<file path="src/rtl/clocked_gate_latch_8ch_core_defines.svh">
// Assertion macros shared by the gate latch RTL files.
`ifndef CLOCKED_GATE_LATCH_8CH_CORE_DEFINES_SVH
`define CLOCKED_GATE_LATCH_8CH_CORE_DEFINES_SVH

`ifndef SYNTHESIS
// The consequent must hold in the same cycle as the antecedent.
`define CGL_ASSERT_SAME(lbl, clk, rstn, ante, cons) \
    lbl: assert property (@(posedge clk) disable iff (!(rstn)) (ante) |-> (cons)) \
        else $error("gate latch check failed");
// The consequent must hold in the cycle after the antecedent.
`define CGL_ASSERT_NEXT(lbl, clk, rstn, ante, cons) \
    lbl: assert property (@(posedge clk) disable iff (!(rstn)) (ante) |=> (cons)) \
        else $error("gate latch check failed");
`else
`define CGL_ASSERT_SAME(lbl, clk, rstn, ante, cons)
`define CGL_ASSERT_NEXT(lbl, clk, rstn, ante, cons)
`endif

`endif

</file>
<file path="src/rtl/cgl_pkg.sv">
// Shared types and constants of the clocked gate latch.
package cgl_pkg;

    localparam int CFG_DATA_W = 12;
    localparam int CFG_IDX_W  = 2;

    // Configuration register indexes.
    localparam logic [CFG_IDX_W-1:0] CFG_TOL_SEL   = 2'd0;
    localparam logic [CFG_IDX_W-1:0] CFG_WIN_SHORT = 2'd1;
    localparam logic [CFG_IDX_W-1:0] CFG_WIN_MID   = 2'd2;
    localparam logic [CFG_IDX_W-1:0] CFG_WIN_LONG  = 2'd3;

    // Window selector codes; the spare code picks the long window.
    localparam logic [1:0] TOL_SHORT = 2'd0;
    localparam logic [1:0] TOL_MID   = 2'd1;

    // Reset values of the window lengths.
    localparam logic [CFG_DATA_W-1:0] WIN_SHORT_RST = 12'd48;
    localparam logic [CFG_DATA_W-1:0] WIN_MID_RST   = 12'd768;
    localparam logic [CFG_DATA_W-1:0] WIN_LONG_RST  = 12'd3072;

    // Window state seen by every lane during the current request.
    typedef struct packed {
        logic up_open;
        logic down_open;
    } t_win_status;

endpackage

</file>
<file path="src/rtl/clocked_gate_latch_8ch_core.sv">
// Top level of the clocked gate latch: configuration, lanes and output register.
//
//  Channel   Dir  Handshake               Payload
//  s_axis    in   tvalid / tready         tdata: master, then chan 0 .. CHANNELS-1
//  m_axis    out  tvalid / tready         tdata: gate mask, bit i is channel i
//  cfg       in   i_cfg_we (no wait)      i_cfg_idx, i_cfg_data
//
// The window counters and every lane update at the edge that accepts a request,
// and the gate mask lands in the output register at the same edge, so a result
// appears on m_axis in the cycle after its request.
// One request per cycle is sustained while the output side takes results; the single
// output register sets this figure, and s_axis_tready drops only while that register
// holds a result the output side has not taken.
// Reset (synchronous, active low) clears all channel history, pending flags, gates
// and both windows, and restores the default window lengths.
`include "clocked_gate_latch_8ch_core_defines.svh"

module clocked_gate_latch_8ch_core
    import cgl_pkg::*;
#(
    parameter int CHANNELS    = 8,
    parameter int SAMPLE_BITS = 16,
    parameter int WINDOW_BITS = 12
) (
    input  logic                  i_clk,
    input  logic                  i_rst_n,
    // Fields from bit 0 up: master_sample, chan_sample0 .. chan_sampleN, zero pad.
    input  logic [((CHANNELS+1)*SAMPLE_BITS+7)/8*8-1:0] s_axis_tdata,
    input  logic                  s_axis_tvalid,
    output logic                  s_axis_tready,
    // Fields from bit 0 up: gate_mask, zero pad.
    output logic [(CHANNELS+7)/8*8-1:0] m_axis_tdata,
    output logic                  m_axis_tvalid,
    input  logic                  m_axis_tready,
    input  logic                  i_cfg_we,
    input  logic [CFG_IDX_W-1:0]  i_cfg_idx,
    input  logic [CFG_DATA_W-1:0] i_cfg_data
);

    localparam int OUT_W = (CHANNELS + 7) / 8 * 8;

    // Configuration registers.
    logic [1:0]            r_tol_sel;
    logic [CFG_DATA_W-1:0] r_win_short;
    logic [CFG_DATA_W-1:0] r_win_mid;
    logic [CFG_DATA_W-1:0] r_win_long;

    logic [CFG_DATA_W-1:0] win_len;
    logic                  acc;
    t_win_status           win_status;
    logic [CHANNELS-1:0]   n_mask;

    // Output register.
    logic                  r_out_valid;
    logic [CHANNELS-1:0]   r_mask;

    always_ff @(posedge i_clk) begin
        if (!i_rst_n) begin
            r_tol_sel   <= TOL_SHORT;
            r_win_short <= WIN_SHORT_RST;
            r_win_mid   <= WIN_MID_RST;
            r_win_long  <= WIN_LONG_RST;
        end else if (i_cfg_we) begin
            unique case (i_cfg_idx)
                CFG_TOL_SEL:   r_tol_sel   <= i_cfg_data[1:0];
                CFG_WIN_SHORT: r_win_short <= i_cfg_data;
                CFG_WIN_MID:   r_win_mid   <= i_cfg_data;
                CFG_WIN_LONG:  r_win_long  <= i_cfg_data;
                default: ;
            endcase
        end
    end

    // The spare selector code falls through to the long window.
    always_comb begin
        unique case (r_tol_sel)
            TOL_SHORT: win_len = r_win_short;
            TOL_MID:   win_len = r_win_mid;
            default:   win_len = r_win_long;
        endcase
    end

    // A new request is taken whenever the output register is free or being emptied.
    assign s_axis_tready = !r_out_valid || m_axis_tready;
    assign acc           = s_axis_tvalid && s_axis_tready;

    cgl_window #(
        .SAMPLE_BITS (SAMPLE_BITS),
        .WINDOW_BITS (WINDOW_BITS)
    ) u_window (
        .i_clk    (i_clk),
        .i_rst_n  (i_rst_n),
        .i_acc    (acc),
        .i_master (s_axis_tdata[SAMPLE_BITS-1:0]),
        .i_len    (win_len),
        .o_status (win_status)
    );

    // One lane per channel; all lanes see the same window state.
    for (genvar g = 0; g < CHANNELS; g++) begin : g_lane
        cgl_lane #(
            .SAMPLE_BITS (SAMPLE_BITS)
        ) u_lane (
            .i_clk    (i_clk),
            .i_rst_n  (i_rst_n),
            .i_acc    (acc),
            .i_sample (s_axis_tdata[(g+1)*SAMPLE_BITS +: SAMPLE_BITS]),
            .i_win    (win_status),
            .o_gate   (n_mask[g])
        );
    end

    // Merge the lane gate bits into one result.
    always_ff @(posedge i_clk) begin
        if (!i_rst_n) begin
            r_out_valid <= 1'b0;
        end else if (acc) begin
            r_out_valid <= 1'b1;
        end else if (m_axis_tready) begin
            r_out_valid <= 1'b0;
        end
    end

    always_ff @(posedge i_clk) begin
        if (!i_rst_n) begin
            r_mask <= '0;
        end else if (acc) begin
            r_mask <= n_mask;
        end
    end

    assign m_axis_tvalid = r_out_valid;
    assign m_axis_tdata  = OUT_W'(r_mask);

    `CGL_ASSERT_NEXT(a_acc_valid, i_clk, i_rst_n, acc, m_axis_tvalid)
    `CGL_ASSERT_SAME(a_stall_cause, i_clk, i_rst_n, !s_axis_tready,
        r_out_valid && !m_axis_tready)
    `CGL_ASSERT_NEXT(a_mask_hold, i_clk, i_rst_n, !acc, $stable(r_mask))

endmodule

</file>
<file path="src/rtl/cgl_window.sv">
// Master edge detector and the up and down window counters.
`include "clocked_gate_latch_8ch_core_defines.svh"

module cgl_window
    import cgl_pkg::*;
#(
    parameter int SAMPLE_BITS = 16,
    parameter int WINDOW_BITS = 12
) (
    input  logic                         i_clk,
    input  logic                         i_rst_n,
    input  logic                         i_acc,
    input  logic signed [SAMPLE_BITS-1:0] i_master,
    input  logic [CFG_DATA_W-1:0]        i_len,
    output t_win_status                  o_status
);

    localparam int LW = (WINDOW_BITS > CFG_DATA_W) ? WINDOW_BITS : CFG_DATA_W;
    localparam logic [LW-1:0] WIN_MAX = LW'((64'd1 << WINDOW_BITS) - 64'd1);

    logic signed [SAMPLE_BITS-1:0] r_prev;
    logic [WINDOW_BITS-1:0]        r_up_left;
    logic [WINDOW_BITS-1:0]        r_down_left;
    logic [WINDOW_BITS-1:0]        n_up_left;
    logic [WINDOW_BITS-1:0]        n_down_left;
    logic [WINDOW_BITS-1:0]        len_sat;
    logic [LW-1:0]                 len_ext;
    logic [WINDOW_BITS-1:0]        up_trig;
    logic [WINDOW_BITS-1:0]        down_trig;
    logic                          rise;
    logic                          fall;

    always_comb begin
        len_ext = LW'(i_len);
        len_sat = (len_ext > WIN_MAX) ? WIN_MAX[WINDOW_BITS-1:0]
                                      : len_ext[WINDOW_BITS-1:0];
        rise = i_master > r_prev;
        fall = i_master < r_prev;
        // A retrigger keeps the longer of the remaining and the new time.
        up_trig   = (rise && (len_sat > r_up_left))   ? len_sat : r_up_left;
        down_trig = (fall && (len_sat > r_down_left)) ? len_sat : r_down_left;
        o_status.up_open   = up_trig != '0;
        o_status.down_open = down_trig != '0;
        n_up_left   = o_status.up_open   ? up_trig - 1'b1   : up_trig;
        n_down_left = o_status.down_open ? down_trig - 1'b1 : down_trig;
    end

    always_ff @(posedge i_clk) begin
        if (!i_rst_n) begin
            r_prev      <= '0;
            r_up_left   <= '0;
            r_down_left <= '0;
        end else if (i_acc) begin
            r_prev      <= i_master;
            r_up_left   <= n_up_left;
            r_down_left <= n_down_left;
        end
    end

    `CGL_ASSERT_NEXT(a_up_hold, i_clk, i_rst_n, !i_acc, $stable(r_up_left))
    `CGL_ASSERT_NEXT(a_down_hold, i_clk, i_rst_n, !i_acc, $stable(r_down_left))
    `CGL_ASSERT_NEXT(a_up_count, i_clk, i_rst_n, i_acc && !rise && (r_up_left != '0),
        r_up_left == $past(r_up_left) - 1'b1)

endmodule

</file>
<file path="src/rtl/cgl_lane.sv">
// One channel lane: edge detection, pending set and clear, gate bit.
`include "clocked_gate_latch_8ch_core_defines.svh"

module cgl_lane
    import cgl_pkg::*;
#(
    parameter int SAMPLE_BITS = 16
) (
    input  logic                          i_clk,
    input  logic                          i_rst_n,
    input  logic                          i_acc,
    input  logic signed [SAMPLE_BITS-1:0] i_sample,
    input  t_win_status                   i_win,
    output logic                          o_gate
);

    logic signed [SAMPLE_BITS-1:0] r_prev;
    logic r_pend_set;
    logic r_pend_clr;
    logic r_gate;
    logic n_pend_set;
    logic n_pend_clr;
    logic n_gate;
    logic rise;
    logic clr_evt;

    always_comb begin
        rise    = i_sample > r_prev;
        // A fall, or a sample that sits at zero, queues a clear.
        clr_evt = !rise && ((i_sample < r_prev) || ((i_sample == '0) && (r_prev == '0)));
        n_pend_set = r_pend_set | rise;
        n_pend_clr = r_pend_clr | clr_evt;
        n_gate     = r_gate;
        if (i_win.up_open && n_pend_set) begin
            n_gate     = 1'b1;
            n_pend_set = 1'b0;
        end else if (i_win.down_open && n_pend_clr) begin
            n_gate     = 1'b0;
            n_pend_clr = 1'b0;
        end
    end

    assign o_gate = n_gate;

    always_ff @(posedge i_clk) begin
        if (!i_rst_n) begin
            r_prev     <= '0;
            r_pend_set <= 1'b0;
            r_pend_clr <= 1'b0;
            r_gate     <= 1'b0;
        end else if (i_acc) begin
            r_prev     <= i_sample;
            r_pend_set <= n_pend_set;
            r_pend_clr <= n_pend_clr;
            r_gate     <= n_gate;
        end
    end

    `CGL_ASSERT_NEXT(a_gate_hold, i_clk, i_rst_n, !i_acc, $stable(r_gate))
    `CGL_ASSERT_NEXT(a_set_wins, i_clk, i_rst_n, i_acc && i_win.up_open && n_gate && !r_gate,
        !r_pend_set)
    `CGL_ASSERT_SAME(a_no_set_clr, i_clk, i_rst_n, i_acc, !(rise && clr_evt))

endmodule

</file>
<file path="config.mk">
export PLATFORM = sky130hd
export DESIGN_NAME = clocked_gate_latch_8ch_core
export DESIGN_NICKNAME = d
export VERILOG_FILES = /design/src/rtl/cgl_pkg.sv /design/src/rtl/clocked_gate_latch_8ch_core.sv /design/src/rtl/cgl_window.sv /design/src/rtl/cgl_lane.sv
export VERILOG_INCLUDE_DIRS = /design/src /design/src/rtl
export SDC_FILE = /design/constraint.sdc
export NUM_CORES = 1
export LEC_CHECK = 0
export BUFFER_PORTS_ARGS = -buffer_cell sky130_fd_sc_hd__buf_2
export CORE_MARGIN = 2
export CORE_UTILIZATION = 50
export CTS_BUF_LIST = sky130_fd_sc_hd__clkbuf_4 sky130_fd_sc_hd__clkbuf_8
export DETAILED_ROUTE_END_ITERATION = 7
export GPL_TIMING_DRIVEN = 0
export PLACE_DENSITY_LB_ADDON = 0.15
export SLEW_MARGIN = 40
export SYNTH_ARGS = -nofsm -noshare
export SYNTH_HDL_FRONTEND = slang
export SYNTH_SLANG_ARGS = --single-unit
</file>
<file path="constraint.sdc">
create_clock -name i_clk -period 8.05 [get_ports i_clk]
set_input_delay 0.805 -clock i_clk [delete_from_list [all_inputs] [get_ports i_clk]]
set_output_delay 0.805 -clock i_clk [all_outputs]
set_load 0.02 [all_outputs]
</file>
==> out/qor.json <==
{
  "worst_clk_skew": {"value": 25.4, "unit": "ps"},
  "routedWlPerCell": {"value": 15.7, "unit": "um"},
  "crit_chain": {"value": "buf_2 > buf_6 > buf_2 > o21ai_0 > inv_1 > ha_1 > nor2b_1 > o211ai_1 > a211oi_1 > a2111oi_1 > a211oi_4 > buf_2 > buf_2 > mux2i_1 > ha_1 > nand4_1 > nor3_1 > mux2i_1 > nand2_1 > nand2_1 > nor3_1"},
  "netlist_instances": {"value": 1947},
  "grt_overflow_total": {"value": 0},
  "cts_tree": {"value": "built"},
  "syn_nets": {"value": 2282},
  "share_of_the_yosys_chip_area_belonging_to_registers": {"value": 31.9, "unit": "%"},
  "gp_routability_congestion": {"value": 0.932},
  "pin_count_of_the_biggest_net_entering_global_routing": {"value": 11},
  "min_path_type": {"value": "reg2reg"},
  "worst_ir_drop_vdd": {"value": 0.000132, "unit": "V"},
  "postSynthRegisterBits": {"value": 231},
  "critical_path_class": {"value": "reg2reg"},
  "fin_nets": {"value": 2499},
  "route.vias.total": {"value": 14338},
  "final-seq-area": {"value": 4620, "unit": "um^2"},
  "synth_area_per_cell": {"value": 7.45, "unit": "um^2"},
  "worstSkewPairLatency": {"value": 560, "unit": "ps"},
  "count_of_flip_flops_with_a_built_in_enable_after_synthesis": {"value": 0},
  "yosys_most_used_dff": {"value": "sky130_fd_sc_hd__dfxtp_1"},
  "fillerInstances": {"value": 2757},
  "crit_slowest_cell": {"value": "sky130_fd_sc_hd__o21ai_0"},
  "final-max-slew-violation-count": {"value": 0},
  "pwr_density_cell": {"value": 250, "unit": "nW/um^2"},
  "post_route_antenna_net_violation_count": {"value": 0},
  "drv_cap": {"value": 0},
  "slowest_delay": {"value": 700, "unit": "ps"},
  "critical_path_peak_fanout": {"value": 10},
  "synth_cell_types": {"value": 73},
  "grt_pass1_vias": {"value": 13461},
  "numCtsBuffers": {"value": 43},
  "antenna_found_initial": {"value": 1},
  "postCtsSetupBuffers": {"value": 0},
  "fin_crit": {"value": 6620, "unit": "ps"},
  "yosys_warnings": {"value": 0},
  "port-buffer-count": {"value": 172},
  "cts_num_sinks": {"value": 231},
  "core.rowCount": {"value": 62},
  "top_level_ports": {"value": 173},
  "cts_resized": {"value": 0},
  "tightest_slew": {"value": 849, "unit": "ps"},
  "route.final.wire_length": {"value": 40600, "unit": "um"},
  "grt_pass1_wl": {"value": 66200, "unit": "um"},
  "global_routing_usage_summed_across_all_routing_layers": {"value": 26.3, "unit": "%"},
  "setup_violations": {"value": 0},
  "route.detailed.drc": {"value": 0},
  "worst_slew_margin_rel": {"value": 42.8, "unit": "%"},
  "dp_hpwl": {"value": 31000, "unit": "um"},
  "final_min_period_over_clock_period": {"value": 82.2, "unit": "%"},
  "cts_hold_buffers": {"value": 0},
  "cts_root_buffer": {"value": "sky130_fd_sc_hd__clkbuf_8"},
  "critical_path_required": {"value": 8510, "unit": "ps"},
  "power.total": {"value": 4.20, "unit": "mW"},
  "clkTransAtPathRegs": {"value": 60, "unit": "ps"},
  "hold_viol": {"value": 0},
  "fin_setup_tns": {"value": 0, "unit": "ps"},
  "dieArea": {"value": 30400, "unit": "um^2"},
  "critPathCaptureType": {"value": "register"},
  "multi_input_combinational_cell_area": {"value": 8810, "unit": "um^2"},
  "initial_utilization": {"value": 50.7, "unit": "%"},
  "drt_iter0_markers": {"value": 967},
  "fmaxAchievable": {"value": 151, "unit": "MHz"},
  "postSynth.asyncResetShare": {"value": 0, "unit": "%"},
  "synthTopCellsByArea": {"value": "sky130_fd_sc_hd__dfxtp_1, sky130_fd_sc_hd__ha_1, sky130_fd_sc_hd__nand2_1"},
  "dr.pass1.iters": {"value": 5},
  "timing.critical_path.from_type": {"value": "register"},
  "crit_arrival": {"value": 7070, "unit": "ps"},
  "post_synth_instance_area": {"value": 14500, "unit": "um^2"},
  "syn_to_final_growth": {"value": 15.8, "unit": "%"},
  "outcome": {"value": "finished, final reports clean"},
  "design.core.area": {"value": 28600, "unit": "um^2"},
  "number_of_levels_the_h_tree_was_split_into": {"value": 2},
  "rsz_0062_raised_after_global_routing": {"value": "no"},
  "netlist.area_leader.share": {"value": 31.9, "unit": "%"},
  "die_w": {"value": 174, "unit": "um"},
  "die-height": {"value": 174, "unit": "um"},
  "leakage": {"value": 6.88, "unit": "nW"},
  "layout-drive-gt1-share": {"value": 13.2, "unit": "%"},
  "ctsLongestPathBuffers": {"value": 3},
  "yosysMostFrequentCell": {"value": "sky130_fd_sc_hd__nand2_1"},
  "critPathMostFrequentCell": {"value": "sky130_fd_sc_hd__buf_2"},
  "yosysTopAreaCell": {"value": "sky130_fd_sc_hd__dfxtp_1"},
  "detail_route.vias_per_cell": {"value": 5.56},
  "synth.top_cells.by_count": {"value": "sky130_fd_sc_hd__nand2_1, sky130_fd_sc_hd__a21oi_1, sky130_fd_sc_hd__dfxtp_1"}
}
==> flip-flops by register name (all words and copies together) (netlist names), 12 cells and up <==
register / count
u_window.r_up_left: 12
r_win_mid: 12
g_lane.u_lane.r_prev: 128
r_win_long: 12
u_window.r_down_left: 12
u_window.r_prev: 16
r_win_short: 12
==> cells in the final DEF, fill, tap and decap left out, types with 30 or more instances in the layout <==
cell type,Yosys,final
sky130_fd_sc_hd__ha_1,172,172
sky130_fd_sc_hd__clkbuf_1,75,74
sky130_fd_sc_hd__inv_1,177,177
sky130_fd_sc_hd__clkbuf_8,0,55
sky130_fd_sc_hd__nor4_1,73,73
sky130_fd_sc_hd__nand3_1,37,37
sky130_fd_sc_hd__buf_2,8,180
sky130_fd_sc_hd__nor3_1,33,33
sky130_fd_sc_hd__mux2i_1,30,30
sky130_fd_sc_hd__o21ai_0,51,51
sky130_fd_sc_hd__dfxtp_1,231,231
sky130_fd_sc_hd__nand4_1,55,55
sky130_fd_sc_hd__nand2_1,446,446
sky130_fd_sc_hd__a21oi_1,244,244
sky130_fd_sc_hd__nor2_1,74,74
==> layer usage <==
| layer | part of all wire, % | GRT usage [%] |
|---|---|---|
| met3 | 6.8 | 4.42 |
| met5 | 0 | 0 |
| met1 | 47 | 36.0 |
| met2 | 43 | 41.9 |
| met4 | 2.7 | 8.61 |
==> worst max-delay path: cells and delay by family (launching register included) <==
family	cells	cell delay (ps)
AO/OA/AOI/OAI	5	1900
flip-flops	1	290
multiplexers	2	600
adder cells (fa/ha/maj)	2	550
buffers and inverters	6	1520
AND/OR/NAND/NOR	6	1650
==> area by class of cell <==
type                       instances  share of cell area [%]
antenna                            1                  0.0149
tap                              384                    2.86
timing repair buffer             172                    5.12
clock buffer                      67                    5.04
buffer                            94                    2.46
clock inverter                    10                   0.596
inverter                         178                    3.98
multi-input combinational       1444                    52.4
sequential                       231                    27.5
==> worst paths after layout <==
| check | startpoint | to | slack, ps | cells past startpoint |
|---|---|---|---|---|
| min reg2reg | u_window.r_prev[6]$_SDFFE_PN0P_ | u_window.r_prev[6]$_SDFFE_PN0P_ | 450 | 2 |
| max | r_tol_sel[1]$_SDFFE_PN0P_ | g_lane[3].u_lane.r_pend_set$_SDFFE_PN0P_ | 1430 | 21 |
| max reg2reg | r_tol_sel[1]$_SDFFE_PN0P_ | g_lane[3].u_lane.r_pend_set$_SDFFE_PN0P_ | 1430 | 21 |
| min | u_window.r_prev[6]$_SDFFE_PN0P_ | u_window.r_prev[6]$_SDFFE_PN0P_ | 450 | 2 |
==> through the flow <==
step	cell area (um^2)	util [%]	setup slack, ps	std cells	hold WS [ps]
floorplan	14500	-	3500	1947	432
global placement	15800	55.4	1780	2503	441
detailed placement	15800	55.4	1670	2503	447
CTS	16800	58.7	1620	2580	455
global route	16800	58.7	1170	2581	471
finish	16800	58.7	1430	2581	453
==> cell families (layout without fill, tap and decap cells) <==
logic type | count (synthesis) | after routing | synth area share, %
flip-flops | 231 | 231 | 31.9
AND/OR/NAND/NOR | 781 | 781 | 24.4
AO/OA/AOI/OAI | 444 | 444 | 18.2
multiplexers | 36 | 36 | 2.55
adder cells (fa/ha/maj) | 172 | 172 | 14.8
XOR/XNOR | 11 | 11 | 0.664
buffers and inverters | 272 | 521 | 7.44
other | 0 | 1 | 0
==> where the power goes <==
| part | switching (mW) | leakage, nW | internal (mW) |
|---|---|---|---|
| sequential | 0.102 | 1.90 | 1.27 |
| combinational | 0.975 | 4.47 | 0.605 |
| clock | 0.511 | 0.510 | 0.732 |
| total | 1.59 | 6.88 | 2.61 |
Power figures use the tool's default switching activity.
